## src/rtl/bucketized_group_count_hash_core_macros.svh

```systemverilog
// Assertion macros shared by the hash core RTL.
// Define NO_ASSERTIONS to compile every check away.
`ifndef BUCKETIZED_GROUP_COUNT_HASH_CORE_MACROS_SVH
`define BUCKETIZED_GROUP_COUNT_HASH_CORE_MACROS_SVH

`ifndef NO_ASSERTIONS

// Check a property at every clock edge outside reset
`define BGHC_ASSERT(lbl, clk, rst, prop, msg) \
   lbl: assert property (@(posedge clk) disable iff (rst) prop) else $error(msg);

// Check that a condition in one cycle implies another in the next cycle
`define BGHC_ASSERT_NEXT(lbl, clk, rst, ante, cons, msg) \
   lbl: assert property (@(posedge clk) disable iff (rst) (ante) |=> (cons)) else $error(msg);

`else

`define BGHC_ASSERT(lbl, clk, rst, prop, msg)
`define BGHC_ASSERT_NEXT(lbl, clk, rst, ante, cons, msg)

`endif

`endif

```

## src/rtl/bghc_pkg.sv

```systemverilog
`timescale 1ns / 1ps

package bghc_pkg;

   // Fixed field widths
   localparam int KEY_W    = 32;
   localparam int CNT_W    = 32;
   localparam int START_W  = 8;
   localparam int CSR_W    = 9;
   localparam int STATUS_W = 2;
   localparam int STEP_W   = $clog2(START_W);

   // Request codes
   localparam logic REQ_COUNT  = 1'b0;
   localparam logic REQ_LOOKUP = 1'b1;

   // Response status codes
   localparam logic [STATUS_W-1:0] STATUS_DONE      = 2'd0;
   localparam logic [STATUS_W-1:0] STATUS_NOT_FOUND = 2'd1;
   localparam logic [STATUS_W-1:0] STATUS_FULL      = 2'd2;
   localparam logic [STATUS_W-1:0] STATUS_ZERO_KEY  = 2'd3;

   // One table slot: key (zero when empty) and its count
   typedef struct packed {
      logic [KEY_W-1:0] key;
      logic [CNT_W-1:0] count;
   } slot_type;

   // Status of the shared remainder unit
   typedef struct packed {
      logic busy;
      logic done;
   } rem_status_type;

   // Sequencer states
   typedef enum logic [2:0] {
      S_CLEAR,
      S_IDLE,
      S_MOD,
      S_READ,
      S_CHECK,
      S_WRITE,
      S_RESP
   } state_type;

endpackage

```

## src/rtl/bghc_rem_unit.sv

```systemverilog
`timescale 1ns / 1ps
`include "bucketized_group_count_hash_core_macros.svh"

module bghc_rem_unit (
   input  logic                         clock,
   input  logic                         reset,
   input  logic                         start,
   input  logic [bghc_pkg::START_W-1:0] dividend,
   input  logic [bghc_pkg::CSR_W-1:0]   divisor,
   output logic [bghc_pkg::START_W-1:0] remainder,
   output bghc_pkg::rem_status_type     status
);
   import bghc_pkg::*;

   localparam logic [STEP_W-1:0] STEP_LAST = STEP_W'(START_W - 1);

   logic                busy_ff, busy_in;
   logic                done_ff, done_in;
   logic [STEP_W-1:0]   step_ff, step_in;
   logic [START_W-1:0]  rem_ff, rem_in;
   logic [START_W-1:0]  shift_ff, shift_in;
   logic [CSR_W-1:0]    trial;
   logic [CSR_W-1:0]    diff;
   logic                fits;

   // Shared subtract and compare: one quotient bit per cycle
   assign trial = {rem_ff, shift_ff[START_W-1]};
   assign diff  = trial - divisor;
   assign fits  = trial >= divisor;

   always_comb begin
      busy_in  = busy_ff;
      done_in  = 1'b0;
      step_in  = step_ff;
      rem_in   = rem_ff;
      shift_in = shift_ff;
      if (start) begin
         busy_in  = 1'b1;
         step_in  = STEP_LAST;
         rem_in   = '0;
         shift_in = dividend;
      end else if (busy_ff) begin
         rem_in   = fits ? diff[START_W-1:0] : trial[START_W-1:0];
         shift_in = {shift_ff[START_W-2:0], 1'b0};
         step_in  = step_ff - STEP_W'(1);
         if (step_ff == '0) begin
            busy_in = 1'b0;
            done_in = 1'b1;
         end
      end
   end

   // Hold control state
   always_ff @(posedge clock) begin
      if (reset) begin
         busy_ff <= 1'b0;
         done_ff <= 1'b0;
      end else begin
         busy_ff <= busy_in;
         done_ff <= done_in;
      end
   end

   // Hold the partial remainder and the dividend bits still to shift in
   always_ff @(posedge clock) begin
      step_ff  <= step_in;
      rem_ff   <= rem_in;
      shift_ff <= shift_in;
   end

   assign remainder   = rem_ff;
   assign status.busy = busy_ff;
   assign status.done = done_ff;

   `BGHC_ASSERT(a_done_not_busy, clock, reset, done_ff |-> !busy_ff, "remainder done while busy")
   `BGHC_ASSERT(a_rem_below, clock, reset, done_ff |-> ({1'b0, rem_ff} < divisor), "remainder not below divisor")
   `BGHC_ASSERT_NEXT(a_start_busy, clock, reset, start, busy_ff, "remainder unit did not start")

endmodule

```

## config.mk

```make
export PLATFORM = sky130hd
export DESIGN_NAME = bghc_rem_unit
export DESIGN_NICKNAME = d
export VERILOG_FILES = /design/src/rtl/bghc_pkg.sv /design/src/rtl/bghc_rem_unit.sv
export VERILOG_INCLUDE_DIRS = /design/src /design/src/rtl
export SDC_FILE = /design/constraint.sdc
export NUM_CORES = 1
export LEC_CHECK = 0
export BUFFER_PORTS_ARGS = -buffer_cell sky130_fd_sc_hd__buf_2
export CAP_MARGIN = 25
export CORE_MARGIN = 2
export CORE_UTILIZATION = 45
export CTS_CLUSTER_DIAMETER = 200
export CTS_CLUSTER_SIZE = 28
export DETAILED_ROUTE_END_ITERATION = 8
export GPL_TIMING_DRIVEN = 1
export PLACE_DENSITY = 0.68
export SLEW_MARGIN = 25
export SYNTH_ARGS = -nofsm -noshare
export SYNTH_HDL_FRONTEND = slang
export SYNTH_SLANG_ARGS = --single-unit
```

## constraint.sdc

```tcl
create_clock -name clock -period 5.1 [get_ports clock]
set_input_delay 1.02 -clock clock [delete_from_list [all_inputs] [get_ports clock]]
set_output_delay 1.02 -clock clock [all_outputs]
set_load 0.005 [all_outputs]
```

==> results_dict.tcl <==
set metrics [dict create \
    status "finished, final reports clean" \
    yosys.area_share.simple_pct 20.9 \
    ctsResizeCount 0 \
    synth_fa_ha_area_share_pct 10.9 \
    synth_xor_area_share_pct 1.21 \
    die_width_um 60.7 \
    die_area_um2 3690 \
    fin_nets 214 \
    drtPass1Iterations 4 \
    ir_drop_mv 0.175 \
    end_kind "register" \
    synth_async_sr_flop_share_pct 0 \
    start_util_pct 47.5 \
    yosys_most_used_dff "dfxtp_1" \
    hp-class "reg -> reg" \
    clk_latency_ns 0.30 \
    synthTopCellsByCount "inv_1, dfxtp_1, nor2_1" \
    hold_viol_final 0 \
    first_global_vias 1106 \
    drv_cap 0 \
    clock_sinks 21 \
    die_h_um 60.7 \
    finalSetupViolCount 0 \
    num_antenna_cells 0 \
    power-per-cell-area_nw_per_um2 245 \
    tightest_slew_ns 0.814 \
    p_leak_nw 0.703 \
    drc 0 \
    synth_top_family_by_area "simple AND/OR/NAND/NOR gates" \
    postCtsHoldBufs 0 \
    synth-edff-count 8 \
    cp.arrival_ns 3.01 \
    hpwl_um 2210 \
    ys_top_cells_by_area "dfxtp_1, edfxtp_1, ha_1, mux2_2, inv_1" \
    fp-row-count 20 \
    placed_cell_area_um2 1600 \
    groute.usage.overall_pct 16.7 \
    final_cell_count_no_fill 225 \
    crit_type "in -> reg" \
    layout-drive-gt1-share_pct 26.0 \
    yosysTopAreaCell "dfxtp_1" \
    startpoint_type "input port" \
    io_pins 30 \
    fin_crit_ns 2.80 \
    setup_tns_ns 0 \
    grt_antenna_before_repair 0 \
    syn_inst 157 \
    finalPower_w 0.000399 \
    via_per_inst 5.44 \
    drtIter0Drc 56 \
    synth_mux_area_share_pct 5.44 \
    yosysSeqAreaShare_pct 34.5 \
    core_area_um2 3050 \
    n_fill_cell 309 \
    fin_area_um2 1630 \
    cp.required_ns 5.32 \
    wirelength_um 2900 \
    synth_most_common_cell "inv_1" \
    syn-num-nets 189 \
    fin_crit_sh_pct 54.8 \
    grt_overflow 0 \
    synth-compound-area-share_pct 19.8 \
    place.gp.congestion 0.830 \
    drtAntennaViolNets 0 \
    ys_warn_count 0 \
    cp_max_fo 4 \
    cts_setup_buffers 0 \
    h-tree-depth 1 \
    rsz0062_at_grt "false" \
    slew_viol_final 0 \
    clock_path_buffers 2 \
    port-buffer-count 29 \
    numCtsBuffers 3 \
    synthDistinctLibCells 39 \
    netlist_area_um2 1450 \
    cts.clk_slew.worst_paths_ns 0.11 \
    dp_cells 221 \
    grt_max_degree 27 \
    max_freq_mhz 358 \
    grt_pass1_wl_um 4710 \
    yosys.area.top_type_share_pct 18.0 \
    maxSlewHeadroom_pct 45.7 \
    fin_skew_ns 0.00262 \
    detail_route.wl_per_cell_um 12.9 \
    vias 1224 \
    ys_seq_elements 21 \
    clockRootBuffer "clkbuf_4" \
    area_growth_pct 12.5 \
    synth_area_per_cell_um2 9.23 \
    cts_tree "built" \
]
## metal layers
metal	up-vias	wire (um)	track usage (%)
li1	616	-	-
met1	579	1360	21.3
met2	29	1380	28.7
met3	0	160	4.48
met4	0	0	2.80
met5	-	0	0
## worst paths after layout
kind,startpoint,end,slack (ns),depth (start not counted)
setup / recovery,divisor[0],remainder[6],2.30,8
hold / removal,step_ff[1],step_ff[1],0.50,2
setup reg to reg,shift_ff[7],remainder[6],2.73,8
hold reg to reg,step_ff[1],step_ff[1],0.50,2
## cells in the final DEF (no fill, tap or decap), types with 5 or more instances in the layout
master / synthesis / routed
edfxtp_1: 8 / 8
buf_2: 0 / 29
nand2b_1: 8 / 8
dfxtp_1: 13 / 13
ha_1: 11 / 11
nor3b_1: 5 / 5
a21oi_1: 6 / 6
mux2_2: 7 / 7
nor2_1: 13 / 13
inv_1: 16 / 16
o21ai_0: 10 / 10
nand2_1: 6 / 6
## through the flow
stage	hold slack (ns)	util, %	worst slack, ns
detailed placement	0.473	52.5	1.99
global placement	0.462	52.5	2.06
CTS	0.503	53.4	2.30
floorplan	0.449	-	2.27
global route	0.520	53.4	2.22
finish	0.501	53.4	2.30
## kinds of logic (layout without fill, tap and decap cells)
| logic type | after synthesis | after routing |
|---|---|---|
| simple gates | 53 | 53 |
| buf+inv | 25 | 49 |
| xor+xnor | 2 | 2 |
| flops | 21 | 21 |
| fa+ha+maj | 12 | 12 |
| mux | 7 | 7 |
| compound gates | 37 | 37 |
## where the power goes
part           total (W)  switching [W]  leakage, nW  internal [W]
combinational   0.000120      0.0000651        0.500     0.0000548
clock          0.0000787      0.0000482       0.0150     0.0000305
sequential      0.000201      0.0000118        0.188      0.000189
## flip-flops by register name, indices dropped and copies added, names as in the netlist
register and cells:
step_ff 3, shift_ff 8, done_ff 1, remainder 8, busy_ff 1
## layout make-up
cell class	instances	area [um^2]	share of cell area, %
clock buffers	4	26.3	1.61
inverters	16	60.1	3.68
multi-input cells	111	843	51.7
flip-flops and latches	21	500	30.7
well taps	44	55.1	3.38
repair buffers	29	145	8.90
## worst max-delay path: stages
cell       delay [ns]
buf_2            0.10
ha_1             0.23
fa_1             0.39
nand2b_1         0.22
a2111oi_0        0.39
a211oi_1         0.09
or3_1            0.33
a311oi_2         0.24
(Power assumes the default switching activity.)
